`src/rtl/cbb_pkg.sv`:
```
// ----------------------------------------------------------------------------
// cbb_pkg
// shared types, step codes and band-pass coefficient table for the cascaded
// biquad filter
// ----------------------------------------------------------------------------
package cbb_pkg;

  localparam int TABLE_FRAC = 24;
  localparam int TABLE_ROWS = 3;
  localparam int SEC_BITS   = 3;

  // coefficient columns
  localparam logic [2:0] COEF_B0 = 3'd0;
  localparam logic [2:0] COEF_B1 = 3'd1;
  localparam logic [2:0] COEF_B2 = 3'd2;
  localparam logic [2:0] COEF_A1 = 3'd3;
  localparam logic [2:0] COEF_A2 = 3'd4;

  typedef enum logic [2:0] {
    STEP_B0 = 3'd0,
    STEP_Y  = 3'd1,
    STEP_A1 = 3'd2,
    STEP_FD = 3'd3,
    STEP_A2 = 3'd4,
    STEP_SD = 3'd5
  } step_e;

  typedef struct packed {
    logic                load;
    logic                run;
    step_e               step;
    logic [SEC_BITS-1:0] sec;
    logic                take;
  } cbb_cmd_t;

  // b0, b1, b2, a1, a2 with 24 fractional bits
  localparam logic signed [31:0] COEF_TABLE [TABLE_ROWS][5] = '{
    '{32'sd3465703,  32'sd0,         -32'sd3465703,  -32'sd6199634,  32'sd9845793},
    '{32'sd16777216, 32'sd33554432,  32'sd16777216,  -32'sd19176022, 32'sd6925668},
    '{32'sd15755333, -32'sd31510665, 32'sd15755333,  -32'sd31489056, 32'sd14758497}
  };

  // coefficient rounded half away from zero to frac fractional bits
  function automatic logic signed [31:0] coef_value(input logic [SEC_BITS-1:0] sec,
                                                    input logic [2:0] k,
                                                    input int frac);
    logic signed [31:0] v;
    logic signed [31:0] mag;
    logic signed [31:0] r;
    int d;
    d = TABLE_FRAC - frac;
    if (sec >= SEC_BITS'(TABLE_ROWS)) begin
      return (k == COEF_B0) ? (32'sd1 <<< frac) : 32'sd0;
    end
    v   = COEF_TABLE[sec[1:0]][k];
    mag = (v < 0) ? -v : v;
    r   = (mag + (32'sd1 <<< (d - 1))) >>> d;
    return (v < 0) ? -r : r;
  endfunction

endpackage

```
`src/rtl/cascaded_biquad_bandpass.sv`:
```
// ----------------------------------------------------------------------------
// cascaded_biquad_bandpass
// band-pass filter of cascaded transposed direct form II biquad sections
// ----------------------------------------------------------------------------
// Each sample passes through taking the request, six steps per section on
// the single shared multiplier (five products, with the output rounding
// alongside the second one, plus the second delay write), and holding the
// result on the master side; a new request is taken once the result is gone.
// Section outputs saturate to the sample width and delays to 32 bits. A
// request with tlast set clears every section delay once its result is taken,
// so the next sample starts from rest.
module cascaded_biquad_bandpass #(
  parameter int SECTIONS       = 3,
  parameter int COEF_FRAC_BITS = 14,
  parameter int SAMPLE_BITS    = 16
) (
  input  logic                                 clk_i,
  input  logic                                 rst_ni,
  input  logic                                 s_axis_tvalid_i,
  output logic                                 s_axis_tready_o,
  input  logic [((SAMPLE_BITS+7)/8)*8-1:0]     s_axis_tdata_i,  // sample_in
  input  logic                                 s_axis_tlast_i,  // block_end
  output logic                                 m_axis_tvalid_o,
  input  logic                                 m_axis_tready_i,
  output logic [((SAMPLE_BITS+7)/8)*8-1:0]     m_axis_tdata_o,  // sample_out
  output logic                                 m_axis_tlast_o   // block_end_out
);
  import cbb_pkg::*;

  localparam int DATA_W = ((SAMPLE_BITS + 7) / 8) * 8;

  cbb_cmd_t                      cmd;
  logic signed [SAMPLE_BITS-1:0] out_sample;

  cbb_ctrl #(
    .SECTIONS(SECTIONS)
  ) u_ctrl (
    .clk_i      (clk_i),
    .rst_ni     (rst_ni),
    .in_valid_i (s_axis_tvalid_i),
    .in_ready_o (s_axis_tready_o),
    .out_valid_o(m_axis_tvalid_o),
    .out_ready_i(m_axis_tready_i),
    .cmd_o      (cmd)
  );

  cbb_datapath #(
    .SECTIONS      (SECTIONS),
    .COEF_FRAC_BITS(COEF_FRAC_BITS),
    .SAMPLE_BITS   (SAMPLE_BITS)
  ) u_datapath (
    .clk_i       (clk_i),
    .rst_ni      (rst_ni),
    .cmd_i       (cmd),
    .in_sample_i (s_axis_tdata_i[SAMPLE_BITS-1:0]),
    .in_last_i   (s_axis_tlast_i),
    .out_sample_o(out_sample),
    .out_last_o  (m_axis_tlast_o)
  );

  assign m_axis_tdata_o = {{(DATA_W-SAMPLE_BITS){1'b0}}, out_sample};

endmodule

```
`src/rtl/cbb_ctrl.sv`:
```
// ----------------------------------------------------------------------------
// cbb_ctrl
// sequencer: takes one request, walks six steps per section over the shared
// multiplier, then holds the result until it is taken
// ----------------------------------------------------------------------------
module cbb_ctrl #(
  parameter int SECTIONS = 3
) (
  input  logic              clk_i,
  input  logic              rst_ni,
  input  logic              in_valid_i,
  output logic              in_ready_o,
  output logic              out_valid_o,
  input  logic              out_ready_i,
  output cbb_pkg::cbb_cmd_t cmd_o
);
  import cbb_pkg::*;

  localparam logic [1:0] ST_IDLE = 2'd0;
  localparam logic [1:0] ST_RUN  = 2'd1;
  localparam logic [1:0] ST_OUT  = 2'd2;

  localparam logic [SEC_BITS-1:0] LAST_SEC = SEC_BITS'(SECTIONS - 1);

  logic [1:0]          state_q, state_d;
  step_e               step_q, step_d;
  logic [SEC_BITS-1:0] sec_q, sec_d;

  always_comb begin
    state_d    = state_q;
    step_d     = step_q;
    sec_d      = sec_q;
    cmd_o.load = 1'b0;
    cmd_o.run  = 1'b0;
    cmd_o.step = step_q;
    cmd_o.sec  = sec_q;
    cmd_o.take = 1'b0;
    unique case (state_q)
      ST_IDLE: begin
        if (in_valid_i) begin
          cmd_o.load = 1'b1;
          state_d    = ST_RUN;
          step_d     = STEP_B0;
          sec_d      = '0;
        end
      end
      ST_RUN: begin
        cmd_o.run = 1'b1;
        if (step_q == STEP_SD) begin
          step_d = STEP_B0;
          if (sec_q == LAST_SEC) begin
            state_d = ST_OUT;
          end else begin
            sec_d = sec_q + 1'b1;
          end
        end else begin
          step_d = step_e'(step_q + 3'd1);
        end
      end
      ST_OUT: begin
        if (out_ready_i) begin
          cmd_o.take = 1'b1;
          state_d    = ST_IDLE;
        end
      end
      default: begin
        state_d = ST_IDLE;
      end
    endcase
  end

  assign in_ready_o  = (state_q == ST_IDLE);
  assign out_valid_o = (state_q == ST_OUT);

  always_ff @(posedge clk_i or negedge rst_ni) begin
    if (!rst_ni) begin
      state_q <= ST_IDLE;
      step_q  <= STEP_B0;
      sec_q   <= '0;
    end else begin
      state_q <= state_d;
      step_q  <= step_d;
      sec_q   <= sec_d;
    end
  end

endmodule

```
`src/rtl/cbb_datapath.sv`:
```
// ----------------------------------------------------------------------------
// cbb_datapath
// shared multiplier with product register, accumulator, section delays and
// rounding / saturation of section outputs and delays
// ----------------------------------------------------------------------------
module cbb_datapath #(
  parameter int SECTIONS       = 3,
  parameter int COEF_FRAC_BITS = 14,
  parameter int SAMPLE_BITS    = 16
) (
  input  logic                          clk_i,
  input  logic                          rst_ni,
  input  cbb_pkg::cbb_cmd_t             cmd_i,
  input  logic signed [SAMPLE_BITS-1:0] in_sample_i,
  input  logic                          in_last_i,
  output logic signed [SAMPLE_BITS-1:0] out_sample_o,
  output logic                          out_last_o
);
  import cbb_pkg::*;

  localparam int CW = COEF_FRAC_BITS + 3;
  localparam int PW = CW + SAMPLE_BITS;
  localparam int AW = ((PW > 32) ? PW : 32) + 2;
  localparam int SW = (SECTIONS > 1) ? $clog2(SECTIONS) : 1;

  localparam logic signed [AW-1:0] HALF  =
    {{(AW-1){1'b0}}, 1'b1} << (COEF_FRAC_BITS - 1);
  localparam logic signed [AW-1:0] Y_MAX =
    {{(AW-SAMPLE_BITS+1){1'b0}}, {(SAMPLE_BITS-1){1'b1}}};
  localparam logic signed [AW-1:0] Y_MIN = ~Y_MAX;
  localparam logic signed [AW-1:0] D_MAX = {{(AW-31){1'b0}}, {31{1'b1}}};
  localparam logic signed [AW-1:0] D_MIN = ~D_MAX;

  logic signed [SAMPLE_BITS-1:0] x_q, y_q;
  logic                          blk_q;
  logic signed [PW-1:0]          prod_q, prod_d;
  logic signed [AW-1:0]          acc_q;
  logic signed [31:0]            fd_q [SECTIONS];
  logic signed [31:0]            sd_q [SECTIONS];

  logic [SW-1:0]                 sec;
  logic [2:0]                    coef_k;
  logic                          use_y;
  logic signed [31:0]            coef_full;
  logic signed [CW-1:0]          coef_w;
  logic signed [SAMPLE_BITS-1:0] op_w;
  logic signed [AW-1:0]          prod_ext, fd_ext, sd_ext;
  logic signed [AW-1:0]          y_sum, y_shift, fd_sum, sd_sum;
  logic signed [SAMPLE_BITS-1:0] y_sat;
  logic signed [31:0]            fd_sat, sd_sat;

  assign sec = cmd_i.sec[SW-1:0];

  always_comb begin
    coef_k = COEF_B0;
    use_y  = 1'b0;
    case (cmd_i.step)
      STEP_B0: coef_k = COEF_B0;
      STEP_Y:  coef_k = COEF_B1;
      STEP_A1: begin
        coef_k = COEF_A1;
        use_y  = 1'b1;
      end
      STEP_FD: coef_k = COEF_B2;
      STEP_A2: begin
        coef_k = COEF_A2;
        use_y  = 1'b1;
      end
      default: coef_k = COEF_B0;
    endcase
  end

  assign coef_full = coef_value(cmd_i.sec, coef_k, COEF_FRAC_BITS);
  assign coef_w    = coef_full[CW-1:0];
  assign op_w      = use_y ? y_q : x_q;
  assign prod_d    = coef_w * op_w;

  assign prod_ext = {{(AW-PW){prod_q[PW-1]}}, prod_q};
  assign fd_ext   = {{(AW-32){fd_q[sec][31]}}, fd_q[sec]};
  assign sd_ext   = {{(AW-32){sd_q[sec][31]}}, sd_q[sec]};

  // section output: round half up, saturate to sample width
  assign y_sum   = prod_ext + fd_ext + HALF;
  assign y_shift = y_sum >>> COEF_FRAC_BITS;
  always_comb begin
    if (y_shift > Y_MAX) begin
      y_sat = Y_MAX[SAMPLE_BITS-1:0];
    end else if (y_shift < Y_MIN) begin
      y_sat = Y_MIN[SAMPLE_BITS-1:0];
    end else begin
      y_sat = y_shift[SAMPLE_BITS-1:0];
    end
  end

  // delay updates, saturated to 32 bits
  assign fd_sum = acc_q - prod_ext + sd_ext;
  assign sd_sum = acc_q - prod_ext;
  always_comb begin
    if (fd_sum > D_MAX) begin
      fd_sat = D_MAX[31:0];
    end else if (fd_sum < D_MIN) begin
      fd_sat = D_MIN[31:0];
    end else begin
      fd_sat = fd_sum[31:0];
    end
    if (sd_sum > D_MAX) begin
      sd_sat = D_MAX[31:0];
    end else if (sd_sum < D_MIN) begin
      sd_sat = D_MIN[31:0];
    end else begin
      sd_sat = sd_sum[31:0];
    end
  end

  always_ff @(posedge clk_i) begin
    if (cmd_i.load) begin
      x_q   <= in_sample_i;
      blk_q <= in_last_i;
    end
    if (cmd_i.run) begin
      prod_q <= prod_d;
      case (cmd_i.step)
        STEP_Y:  y_q   <= y_sat;
        STEP_A1: acc_q <= prod_ext;
        STEP_A2: acc_q <= prod_ext;
        STEP_SD: x_q   <= y_q;
        default: ;
      endcase
    end
  end

  always_ff @(posedge clk_i or negedge rst_ni) begin
    if (!rst_ni) begin
      for (int i = 0; i < SECTIONS; i++) begin
        fd_q[i] <= '0;
        sd_q[i] <= '0;
      end
    end else if (cmd_i.take && blk_q) begin
      for (int i = 0; i < SECTIONS; i++) begin
        fd_q[i] <= '0;
        sd_q[i] <= '0;
      end
    end else if (cmd_i.run) begin
      if (cmd_i.step == STEP_FD) begin
        fd_q[sec] <= fd_sat;
      end
      if (cmd_i.step == STEP_SD) begin
        sd_q[sec] <= sd_sat;
      end
    end
  end

  assign out_sample_o = y_q;
  assign out_last_o   = blk_q;

endmodule

```
`config.mk`:
```
export PLATFORM = sky130hd
export DESIGN_NAME = cascaded_biquad_bandpass
export DESIGN_NICKNAME = d
export VERILOG_FILES = /design/src/rtl/cbb_pkg.sv /design/src/rtl/cascaded_biquad_bandpass.sv /design/src/rtl/cbb_ctrl.sv /design/src/rtl/cbb_datapath.sv
export SDC_FILE = /design/constraint.sdc
export NUM_CORES = 2
export LEC_CHECK = 0
export BUFFER_PORTS_ARGS = -buffer_cell sky130_fd_sc_hd__clkbuf_2
export CAP_MARGIN = 30
export CORE_MARGIN = 2
export CORE_UTILIZATION = 45
export DETAILED_ROUTE_END_ITERATION = 8
export PLACE_DENSITY_LB_ADDON = 0.2
export SLEW_MARGIN = 20
export SYNTH_ARGS = -nofsm -noshare
export SYNTH_HDL_FRONTEND = slang
export SYNTH_HIERARCHICAL = 1
export SYNTH_SLANG_ARGS = --single-unit
export TNS_END_PERCENT = 10
```
`constraint.sdc`:
```
create_clock -name clk_i -period 27.6 [get_ports clk_i]
set_input_delay 4.14 -clock clk_i [delete_from_list [all_inputs] [get_ports clk_i]]
set_output_delay 4.14 -clock clk_i [all_outputs]
set_load 0.02 [all_outputs]
```
==> flow_summary.toml <==
[route]
viasPerCell = 5.88
routed_wl_mm = 88.9
drt-initial-drc-count = 2179
vias = 23700
antenna_left = 0
drtPass1Iterations = 6
wl_per_cell_um = 22.1
route.detailed.drc = 0

[synthesis]
synth_top_area_share = 0.191
ys_seq_area_frac = 0.269
ys_ff_latch = 299
synth_warnings = 6
async_flop_share = 0.669
synthTopCellsByArea = "fa_1, dfrtp_1, ha_1, edfxtp_1, inv_1"
yosysUniqueCellTypes = 90
synth_common_cells = "inv_1, nand2_1, fa_1"
syn_nets = 3671
synth-edff-count = 83
ys.flop_type = "dfrtp_1"
synth_cells = 3149
synth.largest_area_cell = "fa_1"
syn_avg_cell_area_um2 = 9.23
synth_most_common_cell = "inv_1"
syn-cell-area_mm2 = 0.0291

[critical_path]
reg2reg_from = "u_ctrl/sec_q[1]"
max_stage_delay_ps = 910
worstPathRequired_ps = 27900
crit_path_start = "u_ctrl/sec_q[1]"
crit_top_cell = "inv_1"
cp_slowest_cell = "dfrtp_4"
cp-end-kind = "register"
crit_path_start_kind = "register"
crit_path_max_fanout = 41
critical_path_class = "reg -> reg"
cp.arrival_ps = 12260

[clocking]
clk-insertion-delay-late_ps = 570
cts_buffers = 39
cts_sinks = 299
cts_max_path_buffers = 3
cts_tree = "built"
cts_setup_buffers = 0
cts_resized = 0
cts_max_level = 2
path_clk_slew_ps = 60
holdBufCountCts = 0
cts_root_buf = "clkbuf_16"

[layout]
nets = 3664
drive_gt1_frac = 0.0706
synthToLayoutAreaGrowth_pct = 9.16
diodes = 0

[timing]
final.setup.tns_ps = 0
min_period_over_period = 0.433
rsz0062_at_grt = "false"
finalMaxSlewViolations = 0
finalClockSkew_ps = 29.9
finalSetupViolCount = 0
slew_headroom = 0.256
fmax_mhz = 83.7
fin_crit_ps = 11950
finalHoldViolCount = 0
worst_pin_slew_ps = 1080

[global_routing]
grt_max_degree = 124
grt_util_all_layers = 0.270
antenna_found_initial = 2
grt_pass1_vias = 24400
grt_pass1_wl_mm = 140
gr-total-overflow = 0

[die]
num_io_pins = 40
core_mm2 = 0.0641
fp.dieH_um = 258
die_area_mm2 = 0.0666
core.rowCount = 93
start_util = 0.453
die_x_um = 258

[place]
place_hpwl_mm = 66.7
port_buffers = 39
gp_congestion = 0.957

[job]
max_cap_viol_count = 0

[worst_hold_path]
hp-class = "reg -> reg"
hp-start = "u_datapath/fd_q[65]"

[run_status]
outcome = "completed"
routing by layer:
metal | global-route usage | vias up | part of all wire
li1 | - | 10700 | -
met5 | 0 | - | 0
met3 | 0.0268 | 152 | 0.060
met2 | 0.459 | 913 | 0.48
met4 | 0.0803 | 0 | 0.029
met1 | 0.365 | 11900 | 0.43
worst paths after layout:
kind / endpoint / slack [ps] / depth (start not counted)
worst min-delay path: u_datapath/fd_q[65] / 480 / 2
worst max register to register: u_datapath/prod_q[32] / 15650 / 38
max in group asynchronous: u_ctrl/sec_q[1] / 22480 / 2
min in group asynchronous: u_datapath/sd_q[6] / 3670 / 1
worst min register to register: u_datapath/fd_q[65] / 480 / 2
worst max-delay path: u_datapath/prod_q[32] / 15650 / 38
flip-flops by register name, indices dropped and copies added, names as in the netlist:
signal,count
u_datapath/fd_q,96
u_datapath/sd_q,96
u_datapath/acc_q,33
u_datapath/prod_q,33
u_datapath/out_sample_o,16
u_datapath/x_q,16
u_ctrl/sec_q,3
u_ctrl/step_q,3
u_ctrl/state_q,2
u_datapath/out_last_o,1
cells by family after synthesis:
group,synth area share
and+or+nand+nor,0.135
AOI/OAI and AO/OA,0.162
buffers and inverters,0.0707
adders and majority gates,0.287
DFF,0.269
xor gates and xnor gates,0.0355
muxes,0.0401
worst max-delay path, delay by kind of cell (launching register included):
| family | cells | cell delay (ps) |
|---|---|---|
| buffers and inverters | 7 | 600 |
| and+or+nand+nor | 6 | 1970 |
| DFF | 1 | 910 |
| adders and majority gates | 9 | 4180 |
| xor gates and xnor gates | 3 | 680 |
| AOI/OAI and AO/OA | 13 | 3320 |
cell type report:
class / instances / area [um^2]
fillers: 6007 / 32400
multi-input cells: 2317 / 19400
flip-flops and latches: 299 / 7820
inverters: 393 / 1480
clock buffers: 52 / 1120
well taps: 855 / 1070
repair buffers: 92 / 679
clock inverters: 20 / 213
placed cells by master (no fill, tap or decap), drive strengths merged, types with 22 or more instances in the layout:
cell / instances
mux2i: 98
nor2b: 35
nor3: 48
a21oi: 116
fa: 278
ha: 223
o21ai: 250
edfxtp: 83
nand2b: 22
buf: 54
nand2: 364
nor2: 274
and3: 22
nand3: 35
dfrtp: 200
inv: 397
clkbuf: 90
o21a: 22
xor2: 33
a21o: 62
xnor2: 84
a221o: 104
stage by stage:
step	cells	utilization	setup slack [ps]	hold WS, ps	area [um^2]
after floorplan	3149	-	17810	426	29100
after global placement	3948	0.472	16030	462	30300
after detailed placement	3956	0.474	15820	470	30400
after CTS	4028	0.495	15800	482	31700
after global routing	4028	0.495	14970	502	31700
final	4028	0.495	15650	480	31700
Power is not shown: default switching activity piles up to over one toggle a cycle in this logic, so the estimate is an artifact.
